$ cat config.mk
export PLATFORM = sky130hd
export DESIGN_NAME = tbt_ctrl_flat
export DESIGN_NICKNAME = d
export VERILOG_FILES = /design/src/hw/rtl/tbt_pkg.sv /design/src/hw/rtl/tbt_if.sv /design/src/hw/rtl/tbt_ctrl.sv /design/src/flat_wrapper.sv
export SDC_FILE = /design/constraint.sdc
export NUM_CORES = 1
export LEC_CHECK = 0
export ABC_CLOCK_PERIOD_IN_PS = 8000
export BUFFER_PORTS_ARGS = -buffer_cell sky130_fd_sc_hd__buf_2
export CORE_ASPECT_RATIO = 1.1
export CORE_MARGIN = 2
export CORE_UTILIZATION = 47
export DETAILED_ROUTE_END_ITERATION = 8
export MAX_ROUTING_LAYER = met4
export PLACE_DENSITY = 0.82
export SETUP_SLACK_MARGIN = 0.05
export SYNTH_ARGS = -nofsm -noshare
export SYNTH_HDL_FRONTEND = slang
export SYNTH_SLANG_ARGS = --single-unit
export TNS_END_PERCENT = 100
$ cat constraint.sdc
create_clock -name clk -period 8 [get_ports clk]
set_clock_uncertainty 0.2 [all_clocks]
set_input_delay 1.2 -clock clk [delete_from_list [all_inputs] [get_ports clk]]
set_output_delay 1.2 -clock clk [all_outputs]
set_load 0.02 [all_outputs]
$ cat src/hw/rtl/tbt_pkg.sv
// Shared types and constants of the timeline branch table.
`timescale 1ns / 1ps

package tbt_pkg;

  localparam int TL_ID_W           = 10;
  localparam int LSN_W             = 64;
  localparam int NUM_TIMELINES_DEF = 1024;

  typedef enum logic {
    CMD_CREATE = 1'b0,
    CMD_STEP   = 1'b1
  } tbt_cmd_t;

  localparam logic ST_OK     = 1'b0;
  localparam logic ST_REJECT = 1'b1;

  typedef struct packed {
    logic               defined;
    logic [TL_ID_W-1:0] parent;
    logic [LSN_W-1:0]   branch_point;
  } tbt_entry_t;

endpackage

$ cat src/hw/rtl/tbt_if.sv
// Handshake channels for command words and result words.
`timescale 1ns / 1ps

interface tbt_in_if
  import tbt_pkg::*;
();
  logic               valid;
  logic               ready;
  logic               command;
  logic [TL_ID_W-1:0] timeline_id;
  logic [TL_ID_W-1:0] parent_id;
  logic [LSN_W-1:0]   lsn;

  modport source (output valid, command, timeline_id, parent_id, lsn, input ready);
  modport sink   (input valid, command, timeline_id, parent_id, lsn, output ready);
endinterface

interface tbt_out_if
  import tbt_pkg::*;
();
  logic               valid;
  logic               ready;
  logic               status;
  logic               has_parent;
  logic [TL_ID_W-1:0] parent_out;
  logic [LSN_W-1:0]   capped_lsn;

  modport source (output valid, status, has_parent, parent_out, capped_lsn, input ready);
  modport sink   (input valid, status, has_parent, parent_out, capped_lsn, output ready);
endinterface

$ cat src/hw/rtl/tbt_ctrl.sv
// Sequencer: clearing pass, entry lookup, ancestry walk and result register.
`timescale 1ns / 1ps

module tbt_ctrl
  import tbt_pkg::*;
#(
  parameter int NUM_TIMELINES = NUM_TIMELINES_DEF,
  parameter int AW            = $clog2(NUM_TIMELINES_DEF)
) (
  input  logic          clk,
  input  logic          rst,
  tbt_in_if.sink        in_ch,
  tbt_out_if.source     out_ch,
  output logic          mem_we,
  output logic [AW-1:0] mem_waddr,
  output tbt_entry_t    mem_wdata,
  output logic          mem_re,
  output logic [AW-1:0] mem_raddr,
  input  tbt_entry_t    mem_rdata
);

  typedef enum logic [2:0] {
    S_CLEAR,
    S_IDLE,
    S_LOOK,
    S_WALK,
    S_DONE
  } state_t;

  state_t             state;
  logic [AW-1:0]      clr_cnt;
  tbt_cmd_t           cmd;
  logic [TL_ID_W-1:0] id;
  logic [TL_ID_W-1:0] par;
  logic [LSN_W-1:0]   lsn;
  logic [TL_ID_W-1:0] walk_t;
  logic               res_status;
  logic               res_has_parent;
  logic [TL_ID_W-1:0] res_parent;
  logic [LSN_W-1:0]   res_lsn;

  logic in_fire;
  logic id_in_range;
  logic par_in_range;
  logic new_bad;
  logic step_hit;
  logic walk_reject;
  logic walk_accept;
  logic slot_free;

  assign in_ch.ready  = (state == S_IDLE);
  assign in_fire      = in_ch.valid && in_ch.ready;
  assign id_in_range  = int'(id) < NUM_TIMELINES;
  assign par_in_range = int'(par) < NUM_TIMELINES;
  assign new_bad      = (id == '0) || !id_in_range || mem_rdata.defined;
  assign step_hit     = (id != '0) && id_in_range && mem_rdata.defined;
  assign walk_reject  = (walk_t == id) || !mem_rdata.defined;
  assign walk_accept  = !walk_reject && (walk_t == '0);
  assign slot_free    = !out_ch.valid || out_ch.ready;

  always_comb begin
    mem_we    = 1'b0;
    mem_waddr = AW'(id);
    mem_wdata = '{defined: 1'b1, parent: par, branch_point: lsn};
    mem_re    = 1'b0;
    mem_raddr = AW'(in_ch.timeline_id);
    case (state)
      S_CLEAR: begin
        mem_we    = 1'b1;
        mem_waddr = clr_cnt;
        mem_wdata = '{defined: (clr_cnt == '0), parent: '0, branch_point: '0};
      end
      S_IDLE: begin
        mem_re = in_fire;
      end
      S_LOOK: begin
        mem_re    = (cmd == CMD_CREATE) && !new_bad && par_in_range;
        mem_raddr = AW'(par);
      end
      S_WALK: begin
        mem_we    = walk_accept;
        mem_re    = !walk_reject && !walk_accept;
        mem_raddr = AW'(mem_rdata.parent);
      end
      default: begin
      end
    endcase
  end

  always_ff @(posedge clk) begin
    if (rst) begin
      state        <= S_CLEAR;
      clr_cnt      <= '0;
      out_ch.valid <= 1'b0;
    end else begin
      if (out_ch.valid && out_ch.ready && state != S_DONE) begin
        out_ch.valid <= 1'b0;
      end
      case (state)
        S_CLEAR: begin
          clr_cnt <= clr_cnt + 1'b1;
          if (clr_cnt == AW'(NUM_TIMELINES - 1)) begin
            state <= S_IDLE;
          end
        end
        S_IDLE: begin
          if (in_fire) begin
            cmd   <= tbt_cmd_t'(in_ch.command);
            id    <= in_ch.timeline_id;
            par   <= in_ch.parent_id;
            lsn   <= in_ch.lsn;
            state <= S_LOOK;
          end
        end
        S_LOOK: begin
          res_status     <= ST_OK;
          res_has_parent <= 1'b0;
          res_parent     <= '0;
          res_lsn        <= '0;
          if (cmd == CMD_STEP) begin
            state <= S_DONE;
            if (step_hit) begin
              res_has_parent <= 1'b1;
              res_parent     <= mem_rdata.parent;
              res_lsn        <= (mem_rdata.branch_point < lsn) ? mem_rdata.branch_point : lsn;
            end else begin
              res_lsn <= lsn;
            end
          end else if (new_bad || !par_in_range) begin
            res_status <= ST_REJECT;
            state      <= S_DONE;
          end else begin
            walk_t <= par;
            state  <= S_WALK;
          end
        end
        S_WALK: begin
          if (walk_reject) begin
            res_status <= ST_REJECT;
            state      <= S_DONE;
          end else if (walk_accept) begin
            state <= S_DONE;
          end else begin
            walk_t <= mem_rdata.parent;
          end
        end
        S_DONE: begin
          if (slot_free) begin
            out_ch.valid      <= 1'b1;
            out_ch.status     <= res_status;
            out_ch.has_parent <= res_has_parent;
            out_ch.parent_out <= res_parent;
            out_ch.capped_lsn <= res_lsn;
            state             <= S_IDLE;
          end
        end
        default: begin
          state <= S_IDLE;
        end
      endcase
    end
  end

endmodule

$ cat src/flat_wrapper.sv
// flat-port wrapper written by rule: the top's interface ports become plain ports
module tbt_ctrl_flat import tbt_pkg::*;
#(
  parameter int NUM_TIMELINES = NUM_TIMELINES_DEF,
  parameter int AW            = $clog2(NUM_TIMELINES_DEF)
)
  (clk, rst, mem_we, mem_waddr, mem_wdata, mem_re, mem_raddr, mem_rdata, in_ch_valid, in_ch_command, in_ch_timeline_id, in_ch_parent_id, in_ch_lsn, in_ch_ready, out_ch_valid, out_ch_status, out_ch_has_parent, out_ch_parent_out, out_ch_capped_lsn, out_ch_ready);
  tbt_in_if in_ch_i ();
  tbt_out_if out_ch_i ();
  input  logic clk;
  input  logic rst;
  output logic mem_we;
  output logic [AW-1:0] mem_waddr;
  output tbt_entry_t mem_wdata;
  output logic mem_re;
  output logic [AW-1:0] mem_raddr;
  input  tbt_entry_t mem_rdata;
  input wire logic [$bits(in_ch_i.valid)-1:0] in_ch_valid;
  input wire logic [$bits(in_ch_i.command)-1:0] in_ch_command;
  input wire logic [$bits(in_ch_i.timeline_id)-1:0] in_ch_timeline_id;
  input wire logic [$bits(in_ch_i.parent_id)-1:0] in_ch_parent_id;
  input wire logic [$bits(in_ch_i.lsn)-1:0] in_ch_lsn;
  output wire logic [$bits(in_ch_i.ready)-1:0] in_ch_ready;
  output wire logic [$bits(out_ch_i.valid)-1:0] out_ch_valid;
  output wire logic [$bits(out_ch_i.status)-1:0] out_ch_status;
  output wire logic [$bits(out_ch_i.has_parent)-1:0] out_ch_has_parent;
  output wire logic [$bits(out_ch_i.parent_out)-1:0] out_ch_parent_out;
  output wire logic [$bits(out_ch_i.capped_lsn)-1:0] out_ch_capped_lsn;
  input wire logic [$bits(out_ch_i.ready)-1:0] out_ch_ready;
  assign in_ch_i.valid = in_ch_valid;
  assign in_ch_i.command = in_ch_command;
  assign in_ch_i.timeline_id = in_ch_timeline_id;
  assign in_ch_i.parent_id = in_ch_parent_id;
  assign in_ch_i.lsn = in_ch_lsn;
  assign in_ch_ready = in_ch_i.ready;
  assign out_ch_valid = out_ch_i.valid;
  assign out_ch_status = out_ch_i.status;
  assign out_ch_has_parent = out_ch_i.has_parent;
  assign out_ch_parent_out = out_ch_i.parent_out;
  assign out_ch_capped_lsn = out_ch_i.capped_lsn;
  assign out_ch_i.ready = out_ch_ready;
  tbt_ctrl #(.NUM_TIMELINES(NUM_TIMELINES), .AW(AW)) u_core (.clk(clk), .rst(rst), .in_ch(in_ch_i), .out_ch(out_ch_i), .mem_we(mem_we), .mem_waddr(mem_waddr), .mem_wdata(mem_wdata), .mem_re(mem_re), .mem_raddr(mem_raddr), .mem_rdata(mem_rdata));
endmodule
# After elaboration in Yosys (flattened, before gate mapping)
# Cells that the tools add are included.
[totals]
ff_bits = 261
input_bits = 164
out_inout_bits = 175
[classes]
addsub = 1
order_cmp = 1
n_eq_ne = 16
mux = 28
n_bitwise = 2
n_reduce_logical = 28
[op_table]
columns = ["op", "count"]
rows = [
  ["two-way mux 64 bit", 2],
  ["two-way mux 75 bit", 1],
  ["less-than comparator 64 bit", 1],
  ["two-way mux 10 bit", 5],
  ["case mux 10 bit (2 select lines)", 2],
  ["logical NOT 10 bit", 3],
  ["two-way mux 3 bit", 7],
  ["case mux 3 bit (5 select lines)", 1],
  ["adder 10 x 1 -> 10 bit, second input constant", 1],
  ["equality test 10 bit", 1],
  ["equality test 10 bit, second input constant", 1],
  ["inequality test 2 bit, second input constant", 5],
  ["nonzero test 10 bit", 1],
  ["AND reduction 3 bit", 3],
  ["logical AND 1 bit", 7],
  ["two-way mux 1 bit", 7],
  ["equality test 3 x 2 -> 1 bit, second input constant", 2],
  ["inequality test 2 x 1 -> 1 bit, second input constant", 3],
  ["AND reduction 6 bit", 1],
  ["logical NOT 1 bit", 5],
  ["case mux 1 bit (2 select lines)", 2],
  ["AND reduction 2 bit", 2],
  ["AND reduction 4 bit", 1],
  ["equality test 3 x 1 -> 1 bit, second input constant", 1],
  ["other kinds (8)", 11],
]

# Depth between registers and ports, before layout
[logic_depth]
ltp_word = 7
ltp_mapped = 11

# Worst setup path before layout
# Ideal clock, no wire load.
[synth_timing]
kind = "input to register"
start = "input port rst"
end = "register u_core.out_ch.capped_lsn[0] (enable)"
setup_time_ns = 0.619
arrival_time_ns = 6.985
required_time_ns = 7.181
slack_ns = 0.195
path_stages = 2
path_cell_list = "clkbuf_1 nor3b_1"
[synth_via]
elab_chain_len = 2
[synth_lines]
columns = ["element", "line", "source"]
rows = [
  ["from (decl)", "flat_wrapper.sv:11", "input logic rst;"],
  ["inverter 1 bit (no line)", "--", ""],
  ["AND reduction 3 bit (no line)", "--", ""],
  ["to (signal assigned)", "tbt_ctrl.sv:153", "out_ch.capped_lsn <= res_lsn;"],
  ["to (decl)", "tbt_if.sv:28", "modport source (output valid, status, has_parent, parent_out, capped_lsn, input ready);"],
]
# Every way passes these cells.
# A chain may end at the register's enable or synchronous reset.

# Worst setup path in the final report
[layout_timing]
start = "input port mem_rdata[38] (netlist name)"
end = "register u_core.res_lsn[16], data pin"
[layout_via]
elab_chain_len = 3
[layout_lines]
columns = ["element", "line", "source"]
rows = [
  ["from (decl)", "flat_wrapper.sv:17", "input tbt_entry_t mem_rdata;"],
  ["less-than comparator 64 bit", "tbt_ctrl.sv:125", "res_lsn <= (mem_rdata.branch_point < lsn) ? mem_rdata.branch_point : lsn;"],
  ["two-way mux 64 bit", "tbt_ctrl.sv:125", ""],
  ["two-way mux 64 bit", "tbt_ctrl.sv:122", "if (step_hit) begin"],
  ["to (signal assigned)", "tbt_ctrl.sv:125", ""],
  ["to (signal assigned)", "tbt_ctrl.sv:127", "res_lsn <= lsn;"],
  ["to (decl)", "tbt_ctrl.sv:40", "logic [LSN_W-1:0] res_lsn;"],
]
# Every way passes these cells.

==> impl_metrics.tcl <==
set metrics [dict create \
    status "completed" \
    worst_path_arrival_time_ns 4.69 \
    depth_of_the_most_critical_reg_to_reg_path 9 \
    die_y_um 170.9 \
    cp_data_required_time_ns 8.17 \
    htree_levels 1 \
    power.combinational.fraction 0.128 \
    netlist.area_leader.share 0.6230 \
    power.sequential.fraction 0.477 \
    synth_enable_flop_cells 247 \
    peakVddDrop_mv 0.1509 \
    num_vias 9331 \
    horizontal_die_dimension_um 155.7 \
    maxSlewHeadroom 0.1703 \
    post_synth_main_area_contributors "sky130_fd_sc_hd__edfxtp_1 (62%), sky130_fd_sc_hd__ha_1 (6.8%), sky130_fd_sc_hd__a21oi_1 (4.1%)" \
    hold_viol 0 \
    ctsLongestPathBuffers 3 \
    synth_warnings 0 \
    syn_avg_cell_area_um2 12.01 \
    reg2reg_from "u_core.lsn[37]$_DFFE_PP_" \
    place_ws_ns 3.002 \
    numCtsBuffers 28 \
    worst-r2r-setup-slack_ns 3.85 \
    number_of_drc_markers_in_iteration_0 727 \
    nets 1546 \
    core_area_mm2 0.02511 \
    startpoint_kind_of_the_worst_setup_timing_path "primary input" \
    part_of_the_yosys_area_used_for_sequential_elements 0.6466 \
    synth_flop_cell "sky130_fd_sc_hd__edfxtp_1" \
    cts_root_buffer "sky130_fd_sc_hd__clkbuf_16" \
    slew_at_the_pin_with_the_worst_max_slew_slack_ns 1.245 \
    launch_point_of_the_critical_path "mem_rdata[38]" \
    post_synth_num_cell_types 48 \
    final_period_minus_worst_setup_slack_ns 4.518 \
    power_density_mw_per_mm2 217.4 \
    antenna_found_initial 10 \
    first_pass_grt_wire_length_mm 48.90 \
    grt_util_all_layers 0.2445 \
    routedWlPerCell_um 19.98 \
    nFillCells 1994 \
    r2r-end "u_core.res_lsn[16]$_SDFFCE_PN0P_" \
    firstDrtPassIters 5 \
    postRouteAntennaNets 0 \
    cellInternalPower_mw 2.406 \
    worst_hold_path_type "flop to flop" \
    netlist_instances 991 \
    area_delta_synth_final_pct 24.41 \
    most_common_cell_in_the_synthesized_netlist "sky130_fd_sc_hd__edfxtp_1" \
    std_cell_rows 61 \
    endpoint_kind_of_the_worst_setup_timing_path "flop" \
    crit_type "primary input to flop" \
    power_switching_uw 814.1 \
    period_share 0.5648 \
    cap_viol_max_count 0 \
    post_cts_hold_buffer_count 0 \
    post-dp-hpwl_mm 22.64 \
    port_buffers 338 \
    setup_slack_ns 3.482 \
    cts_setup_buffers 0 \
    utilization 0.5899 \
    tritoncts "done" \
    drv_slew 0 \
    gpl.final_weighted_congestion 1.023 \
    netSwitchingFraction 0.2528 \
    worst-path-max-fanout 64 \
    grt_start_max_net_pins 81 \
    yosysTopAreaCell "sky130_fd_sc_hd__edfxtp_1" \
    io_pins 339 \
    number_of_global_route_vias_before_repair 9049 \
    fp.dieArea_mm2 0.02662 \
    insertion_delay_ns 0.54 \
    drive_gt1_frac 0.3046 \
    critPathCapture "u_core.res_lsn[16]$_SDFFCE_PN0P_" \
    post-route-drc-count 0 \
    finalSetupTns_ns 0 \
    synth.net_count 1220 \
    synth_async_sr_flop_share 0 \
    grt_setup_unrepaired "false" \
    netlist_area_mm2 0.01191 \
    final_global_route_overflow_total 0 \
    pwr-share-clk 0.395 \
    path_clk_slew_ns 0.06 \
    initial_core_util 0.4741 \
    routed_via_density 5.621 \
    cts-resized-gates 0 \
    achievable-frequency_mhz 221.3 \
    report.final.setup_viol 0 \
    clkSinkCount 261 \
    routed_wirelength_mm 33.17 \
    power_leakage_nw 6.170 \
    synth_commonest_cells "sky130_fd_sc_hd__edfxtp_1 (247), sky130_fd_sc_hd__a21oi_1 (97), sky130_fd_sc_hd__nor2_1 (80), sky130_fd_sc_hd__nand3_1 (70), sky130_fd_sc_hd__inv_1 (69)" \
    yosys_register_bits 261 \
]
[worst max-delay path, stage by stage]
cell and delay, ns:
sky130_fd_sc_hd__buf_2 0.11, sky130_fd_sc_hd__ha_1 0.32, sky130_fd_sc_hd__nand4_1 0.22, sky130_fd_sc_hd__nor4_1 0.90
sky130_fd_sc_hd__inv_1 0.09, sky130_fd_sc_hd__o2111ai_1 0.65, sky130_fd_sc_hd__o21a_4 0.77, sky130_fd_sc_hd__o21ai_0 0.19
sky130_fd_sc_hd__a21oi_1 0.23
[cell usage in the layout, fill, tap and decap left out, types with 3 or more instances in the layout]
cell	synthesis	layout
sky130_fd_sc_hd__buf_2	12	338
sky130_fd_sc_hd__edfxtp_1	247	247
sky130_fd_sc_hd__a21oi_1	97	97
sky130_fd_sc_hd__nor2_1	80	79
sky130_fd_sc_hd__nand3_1	70	70
sky130_fd_sc_hd__inv_1	69	68
sky130_fd_sc_hd__ha_1	65	65
sky130_fd_sc_hd__nand2_1	61	61
sky130_fd_sc_hd__o21ai_0	55	55
sky130_fd_sc_hd__o21ai_1	37	37
sky130_fd_sc_hd__clkbuf_16	0	29
sky130_fd_sc_hd__and2_1	23	23
sky130_fd_sc_hd__nand4_1	17	17
sky130_fd_sc_hd__dfxtp_1	14	14
sky130_fd_sc_hd__buf_4	0	11
sky130_fd_sc_hd__mux2i_1	10	10
sky130_fd_sc_hd__mux2_2	10	10
sky130_fd_sc_hd__diode_2	0	9
sky130_fd_sc_hd__xnor2_1	9	9
sky130_fd_sc_hd__nor4_1	7	7
sky130_fd_sc_hd__xor2_1	7	7
sky130_fd_sc_hd__nand2b_1	6	6
sky130_fd_sc_hd__clkinv_1	0	6
sky130_fd_sc_hd__or3_1	5	5
sky130_fd_sc_hd__and4_1	5	5
sky130_fd_sc_hd__clkinv_2	0	5
sky130_fd_sc_hd__clkbuf_1	39	5
sky130_fd_sc_hd__nor2b_1	4	4
sky130_fd_sc_hd__nor3_1	6	4
sky130_fd_sc_hd__o21a_1	4	4
sky130_fd_sc_hd__a211oi_1	3	3
sky130_fd_sc_hd__and3_1	3	3
sky130_fd_sc_hd__bufinv_16	0	3
[metrics by stage]
| stage | power [mW] | area (um^2) | instances | hold slack [ns] |
|---|---|---|---|---|
| 3_5_place_dp | 1.971 | 13900 | 1602 | 0.2045 |
| 5_1_grt | 3.329 | 14810 | 1660 | 0.2208 |
| 6_report | 3.220 | 14810 | 1660 | 0.2127 |
| 4_1_cts | 3.233 | 14790 | 1651 | 0.2181 |
| 2_1_floorplan | 1.805 | 11910 | 991 | 0.2003 |
| 3_3_place_gp | 1.960 | 13900 | 1602 | 0.2009 |
[per-layer routing]
layer | GRT usage | routed length, um | share of wire
met1 | 0.2841 | 12390 | 0.37
met2 | 0.4182 | 16640 | 0.50
met3 | 0.06079 | 3161 | 0.095
met4 | 0.07978 | 982 | 0.030
met5 | - | 0 | 0
[cells by family (layout without fill, tap and decap cells)]
logic type | Yosys count | in the layout | synth area share
adders and majority gates | 65 | 65 | 0.06831
xor gates and xnor gates | 16 | 16 | 0.01177
muxes | 20 | 20 | 0.01787
DFF | 261 | 261 | 0.6466
and+or+nand+nor | 292 | 292 | 0.1174
buffers and inverters | 122 | 467 | 0.03973
other | 0 | 9 | 0
AOI/OAI and AO/OA | 215 | 215 | 0.09837
[power groups by stage]
stage,clock network [mW],logic [mW],registers (mW)
final,1.27,0.413,1.53
after global routing,1.34,0.450,1.54
after CTS,1.29,0.411,1.53
after detailed placement,0,0.408,1.56
after global placement,0,0.398,1.56
after floorplan,0,0.254,1.55
[final cells by class]
type	count	area (um^2)	area share
diodes	9	22.52	0.001521
clock buffers	34	744.5	0.05026
clock inverters	15	146.4	0.009883
inverters	69	259.0	0.01749
multi-input cells	608	3774	0.2548
flip-flops and latches	261	7697	0.5197
well taps	315	394.1	0.02661
repair buffers	349	1774	0.1198
[state kept, by name, indices dropped and copies added, names as in the netlist, 3 cells and up]
signal,cells
u_core.id,10
u_core.par,10
u_core.res_lsn,64
u_core.lsn,64
u_core.out_ch.capped_lsn,64
u_core.walk_t,10
u_core.state,3
u_core.out_ch.parent_out,10
u_core.clr_cnt,10
u_core.res_parent,10
[worst min path at each step]
stage	slack, ns	end	cells after the start	from
2_1_floorplan	0.20	u_core.out_ch.capped_lsn[0]$_DFFE_PP_	0	u_core.res_lsn[0]$_SDFFCE_PN0P_
6_report	0.21	u_core.out_ch.capped_lsn[28]$_DFFE_PP_	0	u_core.res_lsn[28]$_SDFFCE_PN0P_
3_5_place_dp	0.20	u_core.out_ch.capped_lsn[12]$_DFFE_PP_	0	u_core.res_lsn[12]$_SDFFCE_PN0P_
3_3_place_gp	0.20	u_core.out_ch.capped_lsn[15]$_DFFE_PP_	0	u_core.res_lsn[15]$_SDFFCE_PN0P_
4_1_cts	0.22	u_core.out_ch.capped_lsn[43]$_DFFE_PP_	0	u_core.res_lsn[43]$_SDFFCE_PN0P_
5_1_grt	0.22	u_core.out_ch.capped_lsn[43]$_DFFE_PP_	0	u_core.res_lsn[43]$_SDFFCE_PN0P_
(Power assumes the default switching activity.)
